==> src/design/stpq_pkg.sv <==
package stpq_pkg;

    // queue depth and derived widths
    localparam int CAPACITY = 16;
    localparam int IDX_W    = $clog2(CAPACITY);
    localparam int CNT_W    = $clog2(CAPACITY + 1);
    localparam int ID_W     = 16;
    localparam int PRIO_W   = 8;

    // action codes
    localparam logic [1:0] ACT_ADD    = 2'd0;
    localparam logic [1:0] ACT_POP    = 2'd1;
    localparam logic [1:0] ACT_REMOVE = 2'd2;
    localparam logic [1:0] ACT_LIST   = 2'd3;

    // status codes
    localparam logic [1:0] ST_OK        = 2'd0;
    localparam logic [1:0] ST_EMPTY     = 2'd1;
    localparam logic [1:0] ST_NOT_FOUND = 2'd2;
    localparam logic [1:0] ST_FULL      = 2'd3;

    // controller to datapath commands
    typedef struct packed {
        logic load;
        logic exec;
        logic list_step;
    } t_cmd;

    // datapath to controller status
    typedef struct packed {
        logic list_go;
        logic list_last;
    } t_sts;

endpackage

==> src/design/stpq_ctrl.sv <==
module stpq_ctrl (
    input  logic           i_clk,
    input  logic           i_rst_n,
    input  logic           start,
    output logic           busy,
    input  stpq_pkg::t_sts i_sts,
    output stpq_pkg::t_cmd o_cmd
);

    localparam logic [1:0] S_IDLE = 2'd0;
    localparam logic [1:0] S_EXEC = 2'd1;
    localparam logic [1:0] S_LIST = 2'd2;

    logic [1:0] r_state;
    logic [1:0] n_state;

    // next state
    always_comb begin
        n_state = r_state;
        unique case (r_state)
            S_IDLE: begin
                if (start) n_state = S_EXEC;
            end
            S_EXEC: begin
                n_state = i_sts.list_go ? S_LIST : S_IDLE;
            end
            S_LIST: begin
                if (i_sts.list_last) n_state = S_IDLE;
            end
            default: begin
                n_state = S_IDLE;
            end
        endcase
    end

    always_ff @(posedge i_clk) begin
        if (!i_rst_n) begin
            r_state <= S_IDLE;
        end else begin
            r_state <= n_state;
        end
    end

    // commands
    assign busy            = (r_state != S_IDLE);
    assign o_cmd.load      = start && (r_state == S_IDLE);
    assign o_cmd.exec      = (r_state == S_EXEC);
    assign o_cmd.list_step = (r_state == S_LIST);

    // assertions
    a_list_from_exec: assert property (@(posedge i_clk) disable iff (!i_rst_n)
        (r_state == S_LIST) |-> ($past(r_state) == S_EXEC || $past(r_state) == S_LIST))
        else $error("list walk entered without execute");
    a_exec_after_load: assert property (@(posedge i_clk) disable iff (!i_rst_n)
        o_cmd.load |=> (r_state == S_EXEC))
        else $error("accepted item not executed");
    a_one_cmd: assert property (@(posedge i_clk) disable iff (!i_rst_n)
        $onehot0({o_cmd.load, o_cmd.exec, o_cmd.list_step}))
        else $error("more than one command active");

endmodule

==> src/design/stpq_dp.sv <==
module stpq_dp (
    input  logic                          i_clk,
    input  logic                          i_rst_n,
    input  stpq_pkg::t_cmd                i_cmd,
    output stpq_pkg::t_sts                o_sts,
    input  logic [1:0]                    i_action,
    input  logic [stpq_pkg::ID_W-1:0]     i_task_id,
    input  logic [stpq_pkg::PRIO_W-1:0]   i_task_priority,
    output logic                          o_strobe,
    output logic [1:0]                    o_status,
    output logic [stpq_pkg::ID_W-1:0]     o_result_id,
    output logic [stpq_pkg::PRIO_W-1:0]   o_result_priority,
    output logic                          o_last
);

    localparam int N = stpq_pkg::CAPACITY;

    // entry registers, kept sorted, head at index 0
    logic [stpq_pkg::ID_W-1:0]   r_ids   [N];
    logic [stpq_pkg::PRIO_W-1:0] r_prios [N];
    logic [stpq_pkg::ID_W-1:0]   n_ids   [N];
    logic [stpq_pkg::PRIO_W-1:0] n_prios [N];
    logic [stpq_pkg::CNT_W-1:0]  r_count;
    logic [stpq_pkg::CNT_W-1:0]  n_count;

    // captured item and list walk index
    logic [1:0]                  r_action;
    logic [stpq_pkg::ID_W-1:0]   r_id;
    logic [stpq_pkg::PRIO_W-1:0] r_prio;
    logic [stpq_pkg::IDX_W-1:0]  r_idx;

    // result registers
    logic                        r_strobe;
    logic [1:0]                  r_status;
    logic [stpq_pkg::ID_W-1:0]   r_rid;
    logic [stpq_pkg::PRIO_W-1:0] r_rprio;
    logic                        r_last;
    logic                        n_strobe;
    logic [1:0]                  n_status;
    logic [stpq_pkg::ID_W-1:0]   n_rid;
    logic [stpq_pkg::PRIO_W-1:0] n_rprio;
    logic                        n_last;

    logic [N-1:0] valid;
    logic [N-1:0] ge;
    logic [N-1:0] match;
    logic [N-1:0] first;
    logic [N-1:0] after;
    logic         found;
    logic         full;
    logic         empty;
    logic         do_add;
    logic         do_del;
    logic         list_last;
    logic [stpq_pkg::ID_W-1:0]   sel_id;
    logic [stpq_pkg::PRIO_W-1:0] sel_prio;

    // per-entry compares
    always_comb begin
        for (int i = 0; i < N; i++) begin
            valid[i] = (stpq_pkg::CNT_W'(i) < r_count);
            ge[i]    = valid[i] && (r_prios[i] >= r_prio);
            match[i] = valid[i] && (r_ids[i] == r_id);
        end
    end

    // first match and the span from removal point to the tail
    // for remove, after is the running or of match, so it marks earlier hits
    always_comb begin
        first[0] = match[0];
        after[0] = (r_action == stpq_pkg::ACT_POP) ? 1'b1 : match[0];
        for (int i = 1; i < N; i++) begin
            first[i] = match[i] && !after[i-1];
            after[i] = (r_action == stpq_pkg::ACT_POP) ? 1'b1 : (after[i-1] | match[i]);
        end
    end

    // removed entry: head for pop, first match for remove
    always_comb begin
        sel_id   = '0;
        sel_prio = '0;
        for (int i = 0; i < N; i++) begin
            if (first[i]) begin
                sel_id   = sel_id | r_ids[i];
                sel_prio = sel_prio | r_prios[i];
            end
        end
        if (r_action == stpq_pkg::ACT_POP) begin
            sel_id   = r_ids[0];
            sel_prio = r_prios[0];
        end
    end

    assign found     = |match;
    assign full      = (r_count == stpq_pkg::CNT_W'(N));
    assign empty     = (r_count == '0);
    assign do_add    = i_cmd.exec && (r_action == stpq_pkg::ACT_ADD) && !full;
    assign do_del    = i_cmd.exec &&
                       (((r_action == stpq_pkg::ACT_POP) && !empty) ||
                        ((r_action == stpq_pkg::ACT_REMOVE) && found));
    assign list_last = ((stpq_pkg::CNT_W'(r_idx) + stpq_pkg::CNT_W'(1)) == r_count);

    // entry update: insert after all entries of at least equal priority, or close a gap
    always_comb begin
        n_count = r_count;
        for (int i = 0; i < N; i++) begin
            n_ids[i]   = r_ids[i];
            n_prios[i] = r_prios[i];
        end
        if (do_add) begin
            n_count = r_count + stpq_pkg::CNT_W'(1);
            for (int i = 0; i < N; i++) begin
                if (!ge[i]) begin
                    if (i == 0 || ge[(i == 0) ? 0 : i-1]) begin
                        n_ids[i]   = r_id;
                        n_prios[i] = r_prio;
                    end else begin
                        n_ids[i]   = r_ids[(i == 0) ? 0 : i-1];
                        n_prios[i] = r_prios[(i == 0) ? 0 : i-1];
                    end
                end
            end
        end else if (do_del) begin
            n_count = r_count - stpq_pkg::CNT_W'(1);
            for (int i = 0; i < N - 1; i++) begin
                if (after[i]) begin
                    n_ids[i]   = r_ids[i+1];
                    n_prios[i] = r_prios[i+1];
                end
            end
        end
    end

    // result beat
    always_comb begin
        n_strobe = 1'b0;
        n_status = stpq_pkg::ST_OK;
        n_rid    = '0;
        n_rprio  = '0;
        n_last   = 1'b1;
        if (i_cmd.exec) begin
            unique case (r_action)
                stpq_pkg::ACT_ADD: begin
                    n_strobe = 1'b1;
                    n_status = full ? stpq_pkg::ST_FULL : stpq_pkg::ST_OK;
                end
                stpq_pkg::ACT_POP: begin
                    n_strobe = 1'b1;
                    if (empty) begin
                        n_status = stpq_pkg::ST_EMPTY;
                    end else begin
                        n_rid   = sel_id;
                        n_rprio = sel_prio;
                    end
                end
                stpq_pkg::ACT_REMOVE: begin
                    n_strobe = 1'b1;
                    if (!found) begin
                        n_status = stpq_pkg::ST_NOT_FOUND;
                    end else begin
                        n_rid   = sel_id;
                        n_rprio = sel_prio;
                    end
                end
                default: begin
                    // list: only an empty queue answers here
                    n_strobe = empty;
                    n_status = stpq_pkg::ST_EMPTY;
                end
            endcase
        end else if (i_cmd.list_step) begin
            n_strobe = 1'b1;
            n_rid    = r_ids[r_idx];
            n_rprio  = r_prios[r_idx];
            n_last   = list_last;
        end
    end

    // control registers
    always_ff @(posedge i_clk) begin
        if (!i_rst_n) begin
            r_count  <= '0;
            r_strobe <= 1'b0;
        end else begin
            r_count  <= n_count;
            r_strobe <= n_strobe;
        end
    end

    // payload registers
    always_ff @(posedge i_clk) begin
        for (int i = 0; i < N; i++) begin
            r_ids[i]   <= n_ids[i];
            r_prios[i] <= n_prios[i];
        end
        if (i_cmd.load) begin
            r_action <= i_action;
            r_id     <= i_task_id;
            r_prio   <= i_task_priority;
        end
        if (i_cmd.exec) begin
            r_idx <= '0;
        end else if (i_cmd.list_step) begin
            r_idx <= r_idx + stpq_pkg::IDX_W'(1);
        end
        r_status <= n_status;
        r_rid    <= n_rid;
        r_rprio  <= n_rprio;
        r_last   <= n_last;
    end

    assign o_sts.list_go     = (r_action == stpq_pkg::ACT_LIST) && !empty;
    assign o_sts.list_last   = list_last;
    assign o_strobe          = r_strobe;
    assign o_status          = r_status;
    assign o_result_id       = r_rid;
    assign o_result_priority = r_rprio;
    assign o_last            = r_last;

    // assertions
    a_count_bound: assert property (@(posedge i_clk) disable iff (!i_rst_n)
        r_count <= stpq_pkg::CNT_W'(N))
        else $error("entry count above capacity");
    a_add_grows: assert property (@(posedge i_clk) disable iff (!i_rst_n)
        do_add |=> (r_count == $past(r_count) + stpq_pkg::CNT_W'(1)))
        else $error("add did not grow the queue");
    a_list_in_range: assert property (@(posedge i_clk) disable iff (!i_rst_n)
        i_cmd.list_step |-> (stpq_pkg::CNT_W'(r_idx) < r_count))
        else $error("list walk past the tail");
    a_full_status: assert property (@(posedge i_clk) disable iff (!i_rst_n)
        (r_strobe && r_status == stpq_pkg::ST_FULL) |-> full)
        else $error("full reported with room left");

endmodule

==> src/design/sorted_priority_task_queue.sv <==
// sorted priority task queue
// keeps up to 16 tasks (id, priority) ordered by priority, highest first;
// equal priorities stay in arrival order.
// command channel: an item (i_action, i_task_id, i_task_priority) is taken at
// a clock edge with start high and busy low; busy stays high until the item
// is finished.
// result channel: each result beat is on o_status, o_result_id,
// o_result_priority and o_last for one cycle, marked by o_strobe; o_last
// flags the final beat of an item. the receiver cannot stall.
// add, pop and remove give one beat each; the item is captured at acceptance,
// then the parallel compare and shift over the entry registers happens in the
// execute state, and the beat is registered from it.
// list: one beat per entry, head first, from the list walk state that follows
// execute; an empty queue gives a single empty-status beat from execute.
// a new item may be started in the cycle its last beat is shown.
// reset (i_rst_n low, synchronous) empties the queue and drops any beat.
module sorted_priority_task_queue (
    input  logic                          i_clk,
    input  logic                          i_rst_n,
    input  logic                          start,
    output logic                          busy,
    input  logic [1:0]                    i_action,
    input  logic [stpq_pkg::ID_W-1:0]     i_task_id,
    input  logic [stpq_pkg::PRIO_W-1:0]   i_task_priority,
    output logic                          o_strobe,
    output logic [1:0]                    o_status,
    output logic [stpq_pkg::ID_W-1:0]     o_result_id,
    output logic [stpq_pkg::PRIO_W-1:0]   o_result_priority,
    output logic                          o_last
);

    stpq_pkg::t_cmd cmd;
    stpq_pkg::t_sts sts;

    // sequencer
    stpq_ctrl u_ctrl (
        .i_clk   (i_clk),
        .i_rst_n (i_rst_n),
        .start   (start),
        .busy    (busy),
        .i_sts   (sts),
        .o_cmd   (cmd)
    );

    // entry registers and result path
    stpq_dp u_dp (
        .i_clk             (i_clk),
        .i_rst_n           (i_rst_n),
        .i_cmd             (cmd),
        .o_sts             (sts),
        .i_action          (i_action),
        .i_task_id         (i_task_id),
        .i_task_priority   (i_task_priority),
        .o_strobe          (o_strobe),
        .o_status          (o_status),
        .o_result_id       (o_result_id),
        .o_result_priority (o_result_priority),
        .o_last            (o_last)
    );

endmodule

==> config.mk <==
export PLATFORM = sky130hd
export DESIGN_NAME = sorted_priority_task_queue
export DESIGN_NICKNAME = d
export VERILOG_FILES = /design/src/design/stpq_pkg.sv /design/src/design/stpq_ctrl.sv /design/src/design/stpq_dp.sv /design/src/design/sorted_priority_task_queue.sv
export SDC_FILE = /design/constraint.sdc
export NUM_CORES = 2
export LEC_CHECK = 0
export BUFFER_PORTS_ARGS = -buffer_cell sky130_fd_sc_hd__buf_4
export CAP_MARGIN = 15
export CORE_UTILIZATION = 45
export DETAILED_ROUTE_END_ITERATION = 8
export PLACE_DENSITY = 0.67
export SETUP_SLACK_MARGIN = 0.15
export SLEW_MARGIN = 20
export SYNTH_ARGS = -nofsm -noshare
export SYNTH_HDL_FRONTEND = slang
export SYNTH_HIERARCHICAL = 1
export SYNTH_SLANG_ARGS = --single-unit
==> constraint.sdc <==
create_clock -name i_clk -period 6.3 [get_ports i_clk]
set_input_delay 0.315 -clock i_clk [delete_from_list [all_inputs] [get_ports i_clk]]
set_output_delay 0.315 -clock i_clk [all_outputs]
set_load 0.005 [all_outputs]
* After elaboration in Yosys (flattened, before gate mapping)
Memories as Yosys holds them, arrays and structs flattened. A register that Yosys moved wholly into a read port is not among the register bits.
Index checks and enable logic that the tools add are counted.
** Word-level totals
- Register bits :: 65
- Bits in writable memories :: 384
- Input bits :: 29
- Memories kept :: 2
** Memory list
- u_dp.r_ids :: words 16, bits a word 16, rd ports 17, clocked after Yosys merged registers in 1, wr ports 16, RTL line stpq_dp.sv:19 : logic [stpq_pkg::ID_W-1:0] r_ids [N];
- u_dp.r_prios :: words 16, bits a word 8, rd ports 17, clocked after Yosys merged registers in 1, wr ports 16, RTL line stpq_dp.sv:20 : logic [stpq_pkg::PRIO_W-1:0] r_prios [N];
** Cells by class
- Multiplexer cells :: 174
- Reductions and logical operators :: 81
- Eq/ne operators :: 25
- Bitwise operators :: 45
- $lt $le $gt $ge :: 32
- Add/subtract/negate cells :: 4
** Operators with widths (number)
- $mux 16 :: 68
- $mux 8 :: 68
- $mux 240 :: 2
- $eq 16x16->1 :: 16
- $mux 120 :: 2
- $or 16x16->16 :: 15
- $ge 8x8->1 :: 16
- $or 8x8->8 :: 15
- $logic_and 1x1->1 :: 54
- $lt 4x5->1 const A :: 8
- $pmux 16 s2 :: 1
- $lt 3x5->1 const A :: 4
- $mux 1 :: 19
- $logic_not 1->1 :: 17
- $mux 4 :: 4
- $pmux 8 s2 :: 1
- $reduce_or 16->1 :: 1
- $or 1x1->1 :: 14
- $pmux 2 s3 :: 2
- $lt 1x5->1 const A :: 2
- $lt 2x5->1 const A :: 2
- $mux 2 :: 5
- $mux 5 :: 2
- $eq 2x2->1 const B :: 3
- 17 further kinds :: 20

* Logic depth before layout (Yosys ltp)
An unclocked memory read counts as a cell.
- Depth after elaboration :: 39
- Mapped depth :: 14
- Mapped depth without buffers :: 11

* Modules after synthesis
The synthesis kept the hierarchy.
** Modules (own cells, without submodules)
- stpq_dp :: instances 1, area each 35146.2 um^2, cells an instance 3873, seq. area each 13132.6 um^2
- stpq_ctrl :: instances 1, area each 93.8 um^2, cells an instance 9, seq. area each 40.0 um^2

* Worst setup path after synthesis
OpenSTA, ideal clock, no wires.
- Kind :: register to register
- Start :: reg, netlist name u_dp/r_prio[1]
- End :: mem u_dp/r_ids[9][0] in the netlist's numbering (enable)
- Setup slack :: 1865 ps
- Library setup time :: 420 ps
- Arrival time :: 4015 ps
- Clock period less this slack :: 4435 ps
- Path buffers :: 3
- Cell stages (with the launch flop) :: 13
- Cells stage by stage :: edfxtp_1 > clkbuf_1 > clkbuf_1 > inv_1 > ha_1 > a21o_1 > a21o_1 > a21o_1 > a21o_1 > a21oi_1 > o21ai_1 > clkbuf_1 > a31oi_1
** RTL lines (RTL line)
- end: declaration :: stpq_dp.sv:19

==> flow_metrics.tcl <==
set metrics [dict create \
    outcome "finished, final reports clean" \
    cts_sinks 453 \
    fin_crit_ns 4.95 \
    final-seq-area_um2 13200 \
    worst-setup-path-type "reg -> reg" \
    synth_top_area_share_pct 34.9 \
    period_share_pct 78.5 \
    cts_hold_buf 27 \
    cts_max_level 2 \
    pwr_density_cell_nw_per_um2 205 \
    synthToLayoutAreaGrowth_pct 9.69 \
    dr.pass1.iters 9 \
    grt_max_degree 95 \
    die_width_um 282 \
    nNetsFinal 3929 \
    synth_area_leader_cell "edfxtp_1" \
    placed_area_um2 36500 \
    drtIter0Drc 7006 \
    cts-resized-gates 0 \
    endpoint_kind "flop" \
    cts_tree "built" \
    cts_buffers 56 \
    postLayoutCellArea_um2 38700 \
    hold_viol_final 0 \
    routed_wl_mm 162 \
    remaining_drc_errors 0 \
    numPortBuffers 57 \
    start_kind "flop" \
    synthCells 3882 \
    dieArea_um2 79400 \
    synth-seq-area-share_pct 37.4 \
    ys.flop_type "edfxtp_1" \
    finalMaxSlewViolations 0 \
    dieHeight_um 282 \
    cts_root_buffer "clkbuf_16" \
    async_reset_ff_share_pct 0 \
    multi_input_area_um2 20400 \
    hp-class "in -> reg" \
    drv_cap 0 \
    finClkSkew_ns 0.0417 \
    grt.total_usage_pct 39.7 \
    tns_ns 0 \
    drive_gt1_share_pct 10.5 \
    syn-num-nets 4049 \
    globalRouteOverflowTotal 0 \
    cts.clk_slew.worst_paths_ns 0.06 \
    synth_edf_count 410 \
    ys.warnings.count 6 \
    core-area_um2 77500 \
    fmax_mhz 202 \
    avgSynthCellArea_um2 9.08 \
    cp.arrival_ns 5.26 \
    rsz0062_at_grt "false" \
    antenna_found_initial 3 \
    yosysUniqueCellTypes 87 \
    postRouteAntennaNets 0 \
    slew_headroom_pct 14.1 \
    via_count 35400 \
    pre_cts_ws_ns 1.49 \
    rows 102 \
    clkLatencyLatePin_ns 0.66 \
    ir_worst_vdd_v 0.000216 \
    grt_pass1_vias 32800 \
    tightest_slew_ns 1.29 \
    fillCellCount 7216 \
    setup_violations 0 \
    diodes 0 \
    grt_pass1_wl_mm 233 \
    initial_core_util_pct 45.5 \
    dpl.hpwl_mm 115 \
    io_pins 58 \
    cts_buffer_depth 3 \
    setup_slack_ns 1.35 \
    cp_max_fo 25 \
    crit_required_ns 6.61 \
    gp_congestion 1.05 \
    synthTopCellsByArea "edfxtp_1 (35%), a31oi_1 (7.4%), a21oi_1 (5.5%)" \
    synth_seq_cells 453 \
    avgViaCountPerCell 7.30 \
    wl_per_cell_um 33.3 \
    leakagePower_nw 13.2 \
    cts_setup_buffers 0 \
    syn_area_um2 35200 \
]
path summary, 6_finish.rpt:
check                  startpoint          endpoint  slack (ns)  depth (start not counted)
setup / recovery  u_dp/r_count[1]  u_dp/r_ids[1][2]        1.35                         11
hold / removal       i_task_id[3]      u_dp/r_id[3]        0.38                          2
setup reg to reg  u_dp/r_count[1]  u_dp/r_ids[1][2]        1.35                         11
hold reg to reg     u_dp/r_idx[1]              flop        0.59                          2
kinds of logic (layout without fill, tap and decap cells):
family,Yosys count,in the layout,synth area share (%)
XOR/XNOR,264,264,6.56
flip-flops,453,453,37.4
AND/OR/NAND/NOR,817,817,11.3
AO/OA/AOI/OAI,1583,1583,27.3
buffers and inverters,443,369,5.39
multiplexers,184,184,7.13
adder cells (fa/ha/maj),138,138,4.90
synth_stat cells (13+ instances only):
master    instances
a31oi_1         417
edfxtp_1        410
a21oi_1         390
nor2_1          390
o21ai_0         389
clkbuf_1        285
xor2_1          156
ha_1            138
nand2_1         121
mux2i_1         108
xnor2_1         108
a221oi_1         96
a21o_1           68
buf_2            66
nor4_1           59
mux4_2           51
inv_1            50
dfxtp_1          43
nand2b_1         41
nand4_1          40
o211ai_1         37
nand3_1          36
a22oi_1          32
o22ai_1          24
nor3_1           21
mux2_1           19
o21ai_1          19
a21boi_0         18
a222oi_1         18
o21a_1           16
o221ai_1         16
buf_1            14
buf_6            14
buf_4            13
layout make-up:
class	count	share of cell area, %
Tap cell	1040	3.37
Clock buffer	69	3.75
Clock inverter	35	1.03
Multi-Input combinational cell	2986	52.8
Inverter	51	0.495
Sequential cell	453	34.1
Timing Repair Buffer	214	4.46
sequential cells by signal, summed over array words and instances, names as in the netlist, named ones only:
signal / flops
u_dp/r_prios: 128
u_dp/o_strobe: 1
u_dp/o_last: 1
u_dp/r_idx: 4
u_ctrl/r_state: 2
u_dp/o_result_id: 16
u_dp/o_status: 2
u_dp/r_prio: 8
u_dp/r_count: 5
u_dp/r_ids: 256
u_dp/r_action: 2
u_dp/r_id: 16
u_dp/o_result_priority: 8
placed cells by master (no fill, tap or decap), drive strengths merged, types with 51 or more instances in the layout:
master | netlist | routed
buf | 107 | 187
edfxtp | 410 | 410
ha | 138 | 138
mux4 | 51 | 51
xnor2 | 108 | 108
a21oi | 393 | 393
xor2 | 156 | 156
inv | 50 | 52
a221oi | 96 | 96
nor4 | 62 | 62
clkbuf | 285 | 69
o21ai | 409 | 409
a31oi | 418 | 418
nand2 | 122 | 122
nor2 | 395 | 395
mux2i | 108 | 108
a21o | 68 | 68
through the flow:
stage / util, % / hold WS (ns) / std cells / power (W)
2_1_floorplan: - / 0.414 / 3882 / 0.00414
3_3_place_gp: 47.1 / 0.493 / 4717 / 0.00452
3_5_place_dp: 47.2 / 0.494 / 4717 / 0.00453
4_1_cts: 49.9 / 0.350 / 4848 / 0.00787
5_1_grt: 49.9 / 0.378 / 4848 / 0.00808
6_report: 49.9 / 0.377 / 4848 / 0.00792
per-layer routing:
metal | vias up | part of all wire (%) | GRT usage, %
li1 | 14700 | - | -
met1 | 16900 | 38 | 54.7
met2 | 3286 | 41 | 57.1
met3 | 502 | 16 | 13.2
met4 | 2 | 4.7 | 15.3
met5 | - | 0.0099 | 0
where the power goes:
group | leakage, nW | switching, W | internal (W)
clock | 0.895 | 0.00142 | 0.00196
sequential | 4.08 | 0.000171 | 0.00334
combinational | 8.21 | 0.000699 | 0.000334
total | 13.2 | 0.00229 | 0.00563
critical path, stage by stage, from the launching register on:
cell and delay [ns]:
dfxtp_1 0.82, or2_1 0.45, a21o_1 0.22, buf_4 0.36, nand4b_1 0.16, nor4_1 0.37, a2111oi_0 0.25, a41o_2 0.40
nand2_2 0.44, a21oi_1 0.18, a31oi_2 0.56, buf_4 0.38
Note: power is estimated with default switching activity, not from simulation.
